File: config.mk
export PLATFORM = sky130hd
export DESIGN_NAME = mbet_ctrl
export DESIGN_NICKNAME = d
export VERILOG_FILES = /design/src/hdl/mbet_pkg.sv /design/src/hdl/mbet_ctrl.sv
export SDC_FILE = /design/constraint.sdc
export NUM_CORES = 1
export LEC_CHECK = 0
export BUFFER_PORTS_ARGS = -buffer_cell sky130_fd_sc_hd__buf_2
export CORE_AREA = 10 10 47 49
export CTS_CLUSTER_DIAMETER = 150
export DETAILED_ROUTE_END_ITERATION = 12
export DIE_AREA = 0 0 57 59
export SKIP_CTS_REPAIR_TIMING = 1
export SLEW_MARGIN = 20
export SYNTH_ARGS = -nofsm -noshare
export SYNTH_HDL_FRONTEND = slang
export SYNTH_SLANG_ARGS = --single-unit
File: constraint.sdc
create_clock -name clk_i -period 2.12 [get_ports clk_i]
set_clock_uncertainty 0.1 [all_clocks]
set_input_delay 0.636 -clock clk_i [delete_from_list [all_inputs] [get_ports clk_i]]
set_output_delay 0.636 -clock clk_i [all_outputs]
set_load 0.005 [all_outputs]
File: src/hdl/mbet_pkg.sv
// Shared types, constants and register indexes for the Mandelbrot escape-time block.
`default_nettype none
package mbet_pkg;

  localparam int unsigned IndexLimitDef    = 4096;
  localparam int unsigned IterLimitDef     = 255;
  localparam int unsigned DefaultIter      = 30;
  localparam int unsigned FracBits         = 28;
  localparam int unsigned IdxW             = 12;
  localparam int unsigned CntW             = 8;
  localparam int unsigned QW               = 32;
  localparam int unsigned StepW            = 31;
  localparam int unsigned ZW               = 33;
  localparam int unsigned SqW              = 2 * ZW;
  localparam int unsigned CfgIdxW          = 3;
  localparam logic signed [QW-1:0] QMax    = 32'sh7FFF_FFFF;
  localparam logic signed [QW-1:0] QMin    = 32'sh8000_0000;

  typedef enum logic [CfgIdxW-1:0] {
    REG_X_FIRST  = 3'd0,
    REG_X_STEP   = 3'd1,
    REG_Y_FIRST  = 3'd2,
    REG_Y_STEP   = 3'd3,
    REG_MAX_ITER = 3'd4
  } mbet_reg_e;

  typedef enum logic [1:0] {
    ST_IDLE,
    ST_FORM,
    ST_MUL,
    ST_CHECK
  } mbet_state_e;

  typedef struct packed {
    logic load_c;
    logic form_c;
    logic mul;
    logic step;
    logic load_result;
  } mbet_cmd_t;

  typedef struct packed {
    logic escaped;
    logic at_limit;
  } mbet_sts_t;

endpackage
`default_nettype wire

File: src/hdl/mbet_ctrl.sv
// Controller state machine sequencing point setup, iterations and result hand-off.
`default_nettype none
module mbet_ctrl (
  input  wire                       clk_i,
  input  wire                       rst_ni,
  input  wire                       in_valid_i,
  output logic                      in_ready_o,
  output logic                      out_valid_o,
  input  wire                       out_ready_i,
  input  wire mbet_pkg::mbet_sts_t  sts_i,
  output mbet_pkg::mbet_cmd_t       cmd_o
);

  mbet_pkg::mbet_state_e state_q, state_d;
  logic                  out_valid_q, out_valid_d;
  logic                  slot_free;

  assign slot_free = !out_valid_q || out_ready_i;

  always_ff @(posedge clk_i or negedge rst_ni) begin
    if (!rst_ni) begin
      state_q     <= mbet_pkg::ST_IDLE;
      out_valid_q <= 1'b0;
    end else begin
      state_q     <= state_d;
      out_valid_q <= out_valid_d;
    end
  end

  always_comb begin
    state_d    = state_q;
    cmd_o      = '0;
    in_ready_o = 1'b0;
    case (state_q)
      mbet_pkg::ST_IDLE: begin
        in_ready_o = 1'b1;
        if (in_valid_i) begin
          cmd_o.load_c = 1'b1;
          state_d      = mbet_pkg::ST_FORM;
        end
      end
      mbet_pkg::ST_FORM: begin
        cmd_o.form_c = 1'b1;
        state_d      = mbet_pkg::ST_MUL;
      end
      mbet_pkg::ST_MUL: begin
        cmd_o.mul = 1'b1;
        state_d   = mbet_pkg::ST_CHECK;
      end
      mbet_pkg::ST_CHECK: begin
        if (sts_i.escaped || sts_i.at_limit) begin
          if (slot_free) begin
            cmd_o.load_result = 1'b1;
            state_d           = mbet_pkg::ST_IDLE;
          end
        end else begin
          cmd_o.step = 1'b1;
          state_d    = mbet_pkg::ST_MUL;
        end
      end
      default: state_d = mbet_pkg::ST_IDLE;
    endcase
  end

  always_comb begin
    out_valid_d = out_valid_q;
    if (out_valid_q && out_ready_i) begin
      out_valid_d = 1'b0;
    end
    if (cmd_o.load_result) begin
      out_valid_d = 1'b1;
    end
  end

  assign out_valid_o = out_valid_q;

  a_load_into_free_slot : assert property (@(posedge clk_i) disable iff (!rst_ni)
    cmd_o.load_result |-> (!out_valid_q || out_ready_i))
    else $error("result loaded over a pending transaction");

  a_accept_starts_form : assert property (@(posedge clk_i) disable iff (!rst_ni)
    (in_valid_i && in_ready_o) |=> (state_q == mbet_pkg::ST_FORM))
    else $error("accepted transaction did not start point setup");

  a_no_step_when_done : assert property (@(posedge clk_i) disable iff (!rst_ni)
    cmd_o.step |-> !(sts_i.escaped || sts_i.at_limit))
    else $error("iteration advanced after escape or limit");

  a_ready_only_idle : assert property (@(posedge clk_i) disable iff (!rst_ni)
    in_ready_o |-> !(cmd_o.mul || cmd_o.step || cmd_o.form_c))
    else $error("input ready while iterating");

endmodule
`default_nettype wire

## Word level (Yosys, flattened, before mapping)

Index checks and enable logic that the tools add are counted.

- Output and inout port bits: 7
- Word-level logic and storage cells: 29
- Register bits after elaboration: 3

- Reduce and logical (&&, ||, !) cells: 7
- Mux-type cells: 15
- Equality and inequality tests: 5

Operators with widths:

| kind | number |
|---|---|
| 1-bit two-way mux | 10 |
| 2-bit two-way mux | 4 |
| 2-bit case mux with 4 select lines | 1 |
| 2-bit equality test (second input constant) | 2 |
| 3-bit != test (second input constant) | 1 |
| 2-bit by 1-bit equality test with 1-bit output (second input constant) | 1 |
| 2-bit logical NOT | 1 |
| 1-bit logical OR | 2 |
| 2-bit != test (second input constant) | 1 |
| 2-bit AND reduction | 1 |
| 2-bit nonzero test | 1 |
| 1-bit logical AND | 1 |
| 1-bit logical NOT | 1 |

## Longest topological paths before layout

Gate-level depths: netlist of the first run.

- Depth after elaboration: 6
- Gate-level depth with buffers: 3
- Gate-level depth less buffers: 2

## Worst setup path before layout of the first run

OpenSTA, ideal clock, no wires.

- Path type: input-to-output
- Start point: input port sts_i[0] in the netlist's numbering
- End point: output port cmd_o[0] in the netlist's numbering
- Cell stages on the path: 3
- Required time: 1384 ps
- Slack: 273 ps
- Data arrival time: 1111 ps
- Cell sequence: o211a_1 > and2_1 > buf_4

RTL lines:

| item | RTL line | RTL |
|---|---|---|
| start, declared | mbet_ctrl.sv:10 | `input wire mbet_pkg::mbet_sts_t sts_i,` |
| end, declared | mbet_ctrl.sv:11 | `output mbet_pkg::mbet_cmd_t cmd_o` |

==> results of run 1 <==
==> metrics by stage <==
| step | total power [mW] | hold WS (ns) | instance area [um^2] |
|---|---|---|---|
| floorplan | 0.200 | 0.240 | 166 |
| global placement | 0.262 | 0.332 | 239 |
| detailed placement | 0.267 | 0.337 | 239 |
| CTS | 0.373 | 0.0845 | 265 |
| global route | 0.405 | 0.0754 | 265 |
| finish | 0.363 | 0.0917 | 265 |
==> kinds of logic (layout without fill, tap and decap cells) <==
kind of cell / count (synthesis) / after routing
simple gates: 10 / 10
compound gates: 5 / 5
flops: 3 / 3
buf+inv: 1 / 16
==> report_power, final <==
| part | internal (mW) | switching, mW | leakage (nW) | total (mW) |
|---|---|---|---|---|
| sequential | 0.0861 | 0.0337 | 0.0347 | 0.120 |
| clock | 0.0705 | 0.0298 | 0.0150 | 0.100 |
| combinational | 0.0759 | 0.0667 | 0.0944 | 0.143 |
| total | 0.233 | 0.130 | 0.144 | 0.363 |
==> worst max path at each step <==
| stage | from | endpoint | slack [ns] | cells after the start |
|---|---|---|---|---|
| floorplan | sts_i[0] | cmd_o[0] | 0.27 | 3 |
| global placement | sts_i[0] | cmd_o[0] | 0.14 | 4 |
| detailed placement | sts_i[0] | cmd_o[0] | 0.13 | 4 |
| CTS | sts_i[0] | cmd_o[0] | 0.13 | 4 |
| global route | sts_i[0] | cmd_o[0] | 0.08 | 4 |
| finish | sts_i[0] | cmd_o[0] | 0.13 | 4 |
==> cell usage in the layout (no fill, tap or decap), drive strengths merged <==
cell,Yosys,routed
a21oi,1,1
and2,2,2
and2b,1,1
buf,1,12
clkbuf,0,4
dfrtp,3,3
nand2,1,1
nand2b,1,1
nor2,3,3
nor2b,1,1
nor3,1,1
o211a,1,1
o21ai,2,2
o22ai,1,1
==> per-layer routing <==
| metal | part of all wire [%] | wire, um | track usage, % |
|---|---|---|---|
| met5 | 0 | 0 | 0 |
| met4 | 6.7 | 36 | 7.05 |
| met3 | 11 | 61 | 1.72 |
| met2 | 42 | 226 | 4.34 |
| met1 | 40 | 216 | 3.34 |
==> final cells by class <==
class,instances,area [um^2],area share (%)
clock buffers,4,26.3,9.91
multi-input cells,15,83.8,31.6
flip-flops and latches,3,75.1,28.3
well taps,16,20.0,7.55
repair buffers,12,60.1,22.6
==> flip-flops by register name (all words and copies together) (netlist names) <==
| signal | flops |
|---|---|
| out_valid_o | 1 |
| state_q | 2 |
==> impl_metrics.env, run 1 <==
export IMPL_max_freq_mhz=504
export IMPL_max_cap_violations=0
export IMPL_criticalPathCategory="input port to primary output"
export IMPL_syn2layout_area_growth_pct=59.4
export IMPL_dp_final_hpwl_um=459
export IMPL_synth_fa_ha_area_share_pct=0
export IMPL_post_place_ws_ns=0.132
export IMPL_synth_warning_count=0
export IMPL_clockBufferDepth=2
export IMPL_initial_core_util_pct=11.9
export IMPL_antenna_found_initial=0
export IMPL_die_area_um2=3360
export IMPL_critPathSlowestCell="o211a_1"
export IMPL_tightest_slew_ns=0.193
export IMPL_cp_end_kind="primary output"
export IMPL_synth_top_family_by_area="simple AND/OR/NAND/NOR gates"
export IMPL_cp_max_fo=4
export IMPL_track_usage_pct=3.68
export IMPL_synth_commonest_cells="dfrtp_1, nor2_1, and2_1, o21ai_0"
export IMPL_finalNonFillerCells=50
export IMPL_die_width_um=57
export IMPL_cpLargestDelayFamily="buffers and inverters"
export IMPL_vias=191
export IMPL_io_buffers=12
export IMPL_synthDistinctLibCells=13
export IMPL_worstRegToRegCells=2
export IMPL_peakVddDrop_mv=0.180
export IMPL_first_pass_iters=3
export IMPL_post_drt_wl_per_cell_um=10.8
export IMPL_drc=0
export IMPL_yosysTopAreaCellShare_pct=45.1
export IMPL_cp_common_cell="buf_2"
export IMPL_ys_seq_area_share_pct=45.1
export IMPL_outcome="finished clean"
export IMPL_cts_buffers=3
export IMPL_htreeDepth=1
export IMPL_slew_headroom_pct=87.1
export IMPL_grt_max_degree=8
export IMPL_synth_async_reset_ratio_pct=100
export IMPL_setup_ws_ns=0.134
export IMPL_clk_pin_slew_worst_paths_ns=0.04
export IMPL_finalSetupViolations=0
export IMPL_setup_tns_ns=0
export IMPL_utilization_pct=18.9
export IMPL_cts_root_buffer_cell="clkbuf_4"
export IMPL_muxShareOfSynthArea_pct=0
export IMPL_diodes=0
export IMPL_p_per_area_nw_per_um2=1370
export IMPL_syn_area_um2=166
export IMPL_synth_flop_cell="dfrtp_1"
export IMPL_r2r_slack_ns=1.22
export IMPL_numClockSinks=3
export IMPL_grt_ovfl_total=0
export IMPL_die_h_um=59
export IMPL_grt_pass1_wl_um=890
export IMPL_required_ns=1.38
export IMPL_drive_above_1_share_pct=44.1
export IMPL_synth_edf_count=0
export IMPL_period_needed_ns=1.99
export IMPL_synth_nets=25
export IMPL_syn_inst=19
export IMPL_final_nets=41
export IMPL_yosys_area_top_type="dfrtp_1"
export IMPL_clk_latency_ns=0.23
export IMPL_synthXorXnorAreaFrac_pct=0
export IMPL_finalHoldViolations=0
export IMPL_yosys_area_share_simple_pct=31.6
export IMPL_nFillCells=168
export IMPL_r2r_end="state_q[1]"
export IMPL_cts_tree="done"
export IMPL_cp_start_kind="input port"
export IMPL_num_rows=14
export IMPL_dp_cells=46
export IMPL_reg2reg_from="state_q[0]"
export IMPL_coreArea_um2=1400
export IMPL_maxSlewViolCount=0
export IMPL_power_leakage_nw=0.144
export IMPL_grt_pass1_vias=205
export IMPL_viasPerCell=3.82
export IMPL_slowest_delay_ns=0.23
export IMPL_worstPathCellList="buf_2 -> o211a_1 -> and2_1 -> buf_2"
export IMPL_ant_nets=0
export IMPL_synth_top_cells_by_area="dfrtp_1, and2_1, nor2_1, o211a_1, o21ai_0"
export IMPL_ios=13
export IMPL_synth_area_per_cell_um2=8.76
export IMPL_drt_iter0_drc=1
export IMPL_holdCritPathClass="input port to asynchronous set/reset pin"
export IMPL_wl_um=540
export IMPL_path_buf_inv=2
export IMPL_period_share_pct=93.7
export IMPL_crit_arrival_ns=1.25
export IMPL_synth_compound_area_share_pct=18.8
export IMPL_gp_congestion=0.662
export IMPL_grt_setup_unrepaired="false"
export IMPL_ys_seq_elements=3
(Power assumes the default switching activity.)
==> run 2: changes to the inputs <==
--- a/config.mk
+++ b/config.mk
@@ -10,6 +10,7 @@
 export CTS_CLUSTER_DIAMETER = 150
 export DETAILED_ROUTE_END_ITERATION = 12
 export DIE_AREA = 0 0 57 59
+export RECOVER_POWER = 50
 export SKIP_CTS_REPAIR_TIMING = 1
 export SLEW_MARGIN = 20
 export SYNTH_ARGS = -nofsm -noshare
==> run 2 against run 1 <==
Effect of this change:
- worst hold slack improved by 0.014 ns
- utilization decreased by 0.18 points
- non-clock buffer count unchanged
- first-iteration DRC count decreased by 100%
- critical path depth unchanged
- final cell count unchanged
- sequential power about the same
- count of clock-buffer cells in the layout unchanged
- setup slack got worse by 0.0015 ns
==> impl_metrics.env, run 2 (synthesis results as in run 1) <==
export IMPL_cp_start_kind="input port"
export IMPL_max_freq_mhz=503
export IMPL_final_cell_mix="buf_2, nor2_1, clkbuf_4, clkbuf_1, dfrtp_1"
export IMPL_clk_latency_ns=0.23
export IMPL_grt_pass1_wl_um=890
export IMPL_numClockSinks=3
export IMPL_cpLargestDelayFamily="compound AO/OA/AOI/OAI gates"
export IMPL_outcome="finished clean"
export IMPL_fin_hold_ws_ns=0.106
export IMPL_final_nets=41
export IMPL_register_area_um2=75.1
export IMPL_r2r_end="state_q[1]"
export IMPL_cts_tree="done"
export IMPL_drt_iter0_drc=0
export IMPL_coreArea_um2=1400
export IMPL_r2r_slack_ns=1.22
export IMPL_drc=0
export IMPL_slowest_delay_ns=0.24
export IMPL_reg2reg_from="state_q[0]"
export IMPL_grt_pass1_vias=205
export IMPL_peakVddDrop_mv=0.180
export IMPL_gp_congestion=0.662
export IMPL_period_needed_ns=1.99
export IMPL_cp_max_fo=4
export IMPL_p_per_area_nw_per_um2=1380
export IMPL_die_h_um=59
export IMPL_track_usage_pct=3.68
export IMPL_grt_ovfl_total=0
export IMPL_wl_um=542
export IMPL_die_width_um=57
export IMPL_io_buffers=12
export IMPL_holdCritPathClass="input port to asynchronous set/reset pin"
export IMPL_cts_buffers=3
export IMPL_finalHoldViolations=0
export IMPL_maxSlewViolCount=0
export IMPL_slew_headroom_pct=87.2
export IMPL_post_drt_wl_per_cell_um=10.8
export IMPL_criticalPathCategory="input port to primary output"
export IMPL_grt_max_degree=8
export IMPL_dp_final_hpwl_um=459
export IMPL_finalSetupViolations=0
export IMPL_clockBufferDepth=2
export IMPL_crit_arrival_ns=1.25
export IMPL_vias=195
export IMPL_mostFrequentLayoutCell="buf_2"
export IMPL_htreeDepth=1
export IMPL_multiInputGateArea_um2=83.8
export IMPL_setup_tns_ns=0
export IMPL_worstRegToRegCells=2
export IMPL_regMostFlops="state_q"
export IMPL_tightest_slew_ns=0.193
export IMPL_antenna_found_initial=0
export IMPL_power_leakage_nw=0.139
export IMPL_first_pass_iters=1
export IMPL_worstPathCellList="clkbuf_1 -> o211a_1 -> and2_1 -> buf_2"
export IMPL_clk_pin_slew_worst_paths_ns=0.04
export IMPL_grt_setup_unrepaired="false"
export IMPL_drive_above_1_share_pct=38.2
export IMPL_cts_root_buffer_cell="clkbuf_4"
export IMPL_num_rows=14
export IMPL_critPathSlowestCell="o211a_1"
export IMPL_path_buf_inv=2
export IMPL_cp_end_kind="primary output"
export IMPL_die_area_um2=3360
export IMPL_utilization_pct=18.8
export IMPL_ios=13
export IMPL_period_share_pct=93.7
export IMPL_max_cap_violations=0
export IMPL_ant_nets=0
export IMPL_nFillCells=169
export IMPL_viasPerCell=3.90
export IMPL_largest_register_ffs=2
export IMPL_syn2layout_area_growth_pct=57.9
export IMPL_required_ns=1.38
export IMPL_initial_core_util_pct=11.9
export IMPL_diodes=0
-- run 2: final cells by class --
class	instances	area share (%)
sequential	3	28.6
tap	16	7.62
timing repair buffer	12	21.9
multi-input combinational	15	31.9
clock buffer	4	10.0
-- run 2: how the worst max path moves through the flow --
stage	slack, ns	startpoint	cells after the start	to
after global routing	0.06	sts_i[0]	4	cmd_o[0]
after global placement	0.14	sts_i[0]	4	cmd_o[0]
final	0.13	sts_i[0]	4	cmd_o[0]
after floorplan	0.27	sts_i[0]	3	cmd_o[0]
after CTS	0.13	sts_i[0]	4	cmd_o[0]
after detailed placement	0.13	sts_i[0]	4	cmd_o[0]
-- run 2: metrics by stage --
stage	cell area [um^2]	cells	power [mW]	setup slack [ns]
final	263	50	0.361	0.133
after CTS	265	50	0.373	0.130
after global placement	239	46	0.262	0.139
after global routing	263	50	0.404	0.0649
after floorplan	166	19	0.200	0.273
after detailed placement	239	46	0.267	0.132
-- run 2: per-layer routing --
| metal | wire length, um | GRT usage (%) |
|---|---|---|
| met5 | 0 | 0 |
| met4 | 36 | 7.05 |
| met3 | 62 | 1.72 |
| met2 | 226 | 4.34 |
| met1 | 218 | 3.34 |
-- run 2: where the power goes --
group          total, mW  leakage (nW)  internal, mW  switching (mW)
Sequential         0.120        0.0347        0.0861          0.0336
Clock              0.101        0.0150        0.0706          0.0301
Combinational      0.141        0.0889        0.0753          0.0656
==> run 3: changes to the inputs <==
==> constraint.sdc (replaced) <==
create_clock -name clk_i -period 2 [get_ports clk_i]
set_clock_uncertainty 0.1 [all_clocks]
set_input_delay 0.6 -clock clk_i [delete_from_list [all_inputs] [get_ports clk_i]]
set_output_delay 0.6 -clock clk_i [all_outputs]
set_load 0.005 [all_outputs]
==> run 3 against run 2 <==
Effect of this change:
- power grew 6.3%
- register-to-register slack lost 0.12 ns
- setup slack lost 0.047 ns
- sequential power grew 6%
- die area is the same
- via count shrank 2.1%
- non-clock buffer count is the same
- global-route usage is the same
- sequential cell count is the same
- worst hold slack lost 0.036 ns
- first-iteration DRC count grew 1
- highest routed layer unchanged
==> impl_metrics.env, run 3 (synthesis results as in run 1) <==
export IMPL_dp_final_hpwl_um=459
export IMPL_period_share_pct=95.7
export IMPL_viasPerCell=3.82
export IMPL_finalHoldViolations=0
export IMPL_use_met1_pct=3.34
export IMPL_grt_pass1_wl_um=890
export IMPL_first_pass_iters=3
export IMPL_ios=13
export IMPL_holdCritPathClass="input port to asynchronous set/reset pin"
export IMPL_track_usage_pct=3.68
export IMPL_finalPower_mw=0.384
export IMPL_wl_um=538
export IMPL_r2r_end="state_q[1]"
export IMPL_period_needed_ns=1.91
export IMPL_cp_end_kind="primary output"
export IMPL_clockBufferDepth=2
export IMPL_drc=0
export IMPL_clk_latency_ns=0.23
export IMPL_slew_headroom_pct=87.1
export IMPL_reg2reg_from="state_q[0]"
export IMPL_grt_setup_unrepaired="false"
export IMPL_required_ns=1.30
export IMPL_grt_pass1_vias=205
export IMPL_drt_iter0_drc=1
export IMPL_htreeDepth=1
export IMPL_final_cell_mix="buf_2, nor2_1, clkbuf_4, dfrtp_1"
export IMPL_peakVddDrop_mv=0.191
export IMPL_die_width_um=57
export IMPL_coreArea_um2=1400
export IMPL_largest_register_ffs=2
export IMPL_num_rows=14
export IMPL_die_h_um=59
export IMPL_max_freq_mhz=523
export IMPL_grt_ovfl_total=0
export IMPL_p_per_area_nw_per_um2=1460
export IMPL_r2r_slack_ns=1.10
export IMPL_initial_core_util_pct=11.9
export IMPL_crit_arrival_ns=1.21
export IMPL_numClockSinks=3
export IMPL_mostFrequentLayoutCell="buf_2"
export IMPL_drive_above_1_share_pct=41.2
export IMPL_final_nets=41
export IMPL_setup_tns_ns=0
export IMPL_tightest_slew_ns=0.193
export IMPL_grt_max_degree=8
export IMPL_gr_usage_met3_pct=1.72
export IMPL_io_buffers=12
export IMPL_worstRegToRegCells=2
export IMPL_syn2layout_area_growth_pct=58.6
export IMPL_die_area_um2=3360
export IMPL_finalSetupViolations=0
export IMPL_cts_root_buffer_cell="clkbuf_4"
export IMPL_clk_pin_slew_worst_paths_ns=0.04
export IMPL_cts_tree="done"
export IMPL_regMostFlops="state_q"
export IMPL_max_cap_violations=0
export IMPL_diodes=0
export IMPL_cp_max_fo=4
export IMPL_maxSlewViolCount=0
export IMPL_cts_buffers=3
export IMPL_met2_usage_pct=4.34
export IMPL_cp_start_kind="input port"
export IMPL_gp_congestion=0.662
export IMPL_vias=191
export IMPL_power_leakage_nw=0.141
export IMPL_antenna_found_initial=0
export IMPL_post_drt_wl_per_cell_um=10.8
export IMPL_criticalPathCategory="input port to primary output"
export IMPL_ant_nets=0
export IMPL_top_usage_layer="met4"
export IMPL_outcome="finished clean"
[run 3: worst max path at each step]
stage                         from        to  cells past startpoint
final                     sts_i[0]  cmd_o[0]                      4
after global routing      sts_i[0]  cmd_o[0]                      4
after global placement    sts_i[0]  cmd_o[0]                      4
after detailed placement  sts_i[0]  cmd_o[0]                      4
after CTS                 sts_i[0]  cmd_o[0]                      4
after floorplan           sts_i[0]  cmd_o[0]                      3
[run 3: final cells by class]
| type | instances | area (um^2) |
|---|---|---|
| Fill cell | 168 | 1140 |
| Multi-Input combinational cell | 15 | 83.8 |
| Sequential cell | 3 | 75.1 |
| Timing Repair Buffer | 12 | 58.8 |
| Clock buffer | 4 | 26.3 |
| Tap cell | 16 | 20.0 |
[run 3: power breakdown]
group / total, mW / leakage, nW / switching [mW] / internal (mW)
Combinational: 0.151 / 0.0917 / 0.0707 / 0.0802
Clock: 0.106 / 0.0150 / 0.0315 / 0.0748
Sequential: 0.127 / 0.0347 / 0.0357 / 0.0913
[run 3: per-stage QoR]
| step | worst slack (ns) | hold WS (ns) | instance area [um^2] | instances | utilization (%) |
|---|---|---|---|---|---|
| floorplan | 0.225 | 0.204 | 166 | 19 | - |
| global placement | 0.0908 | 0.296 | 239 | 46 | 17.1 |
| detailed placement | 0.0841 | 0.301 | 239 | 46 | 17.1 |
| CTS | 0.0820 | 0.0485 | 265 | 50 | 18.9 |
| global route | 0.0346 | 0.0637 | 264 | 50 | 18.8 |
| finish | 0.0862 | 0.0699 | 264 | 50 | 18.8 |
[run 3: layer usage]
metal | wire length [um] | part of all wire [%]
met3 | 60 | 11
met2 | 226 | 42
met1 | 215 | 40
met4 | 36 | 6.7
met5 | 0 | 0
[run 3: worst max-delay path: stages]
cell and delay [ns]:
buf_2 0.12, o211a_1 0.23, and2_1 0.15, buf_2 0.12
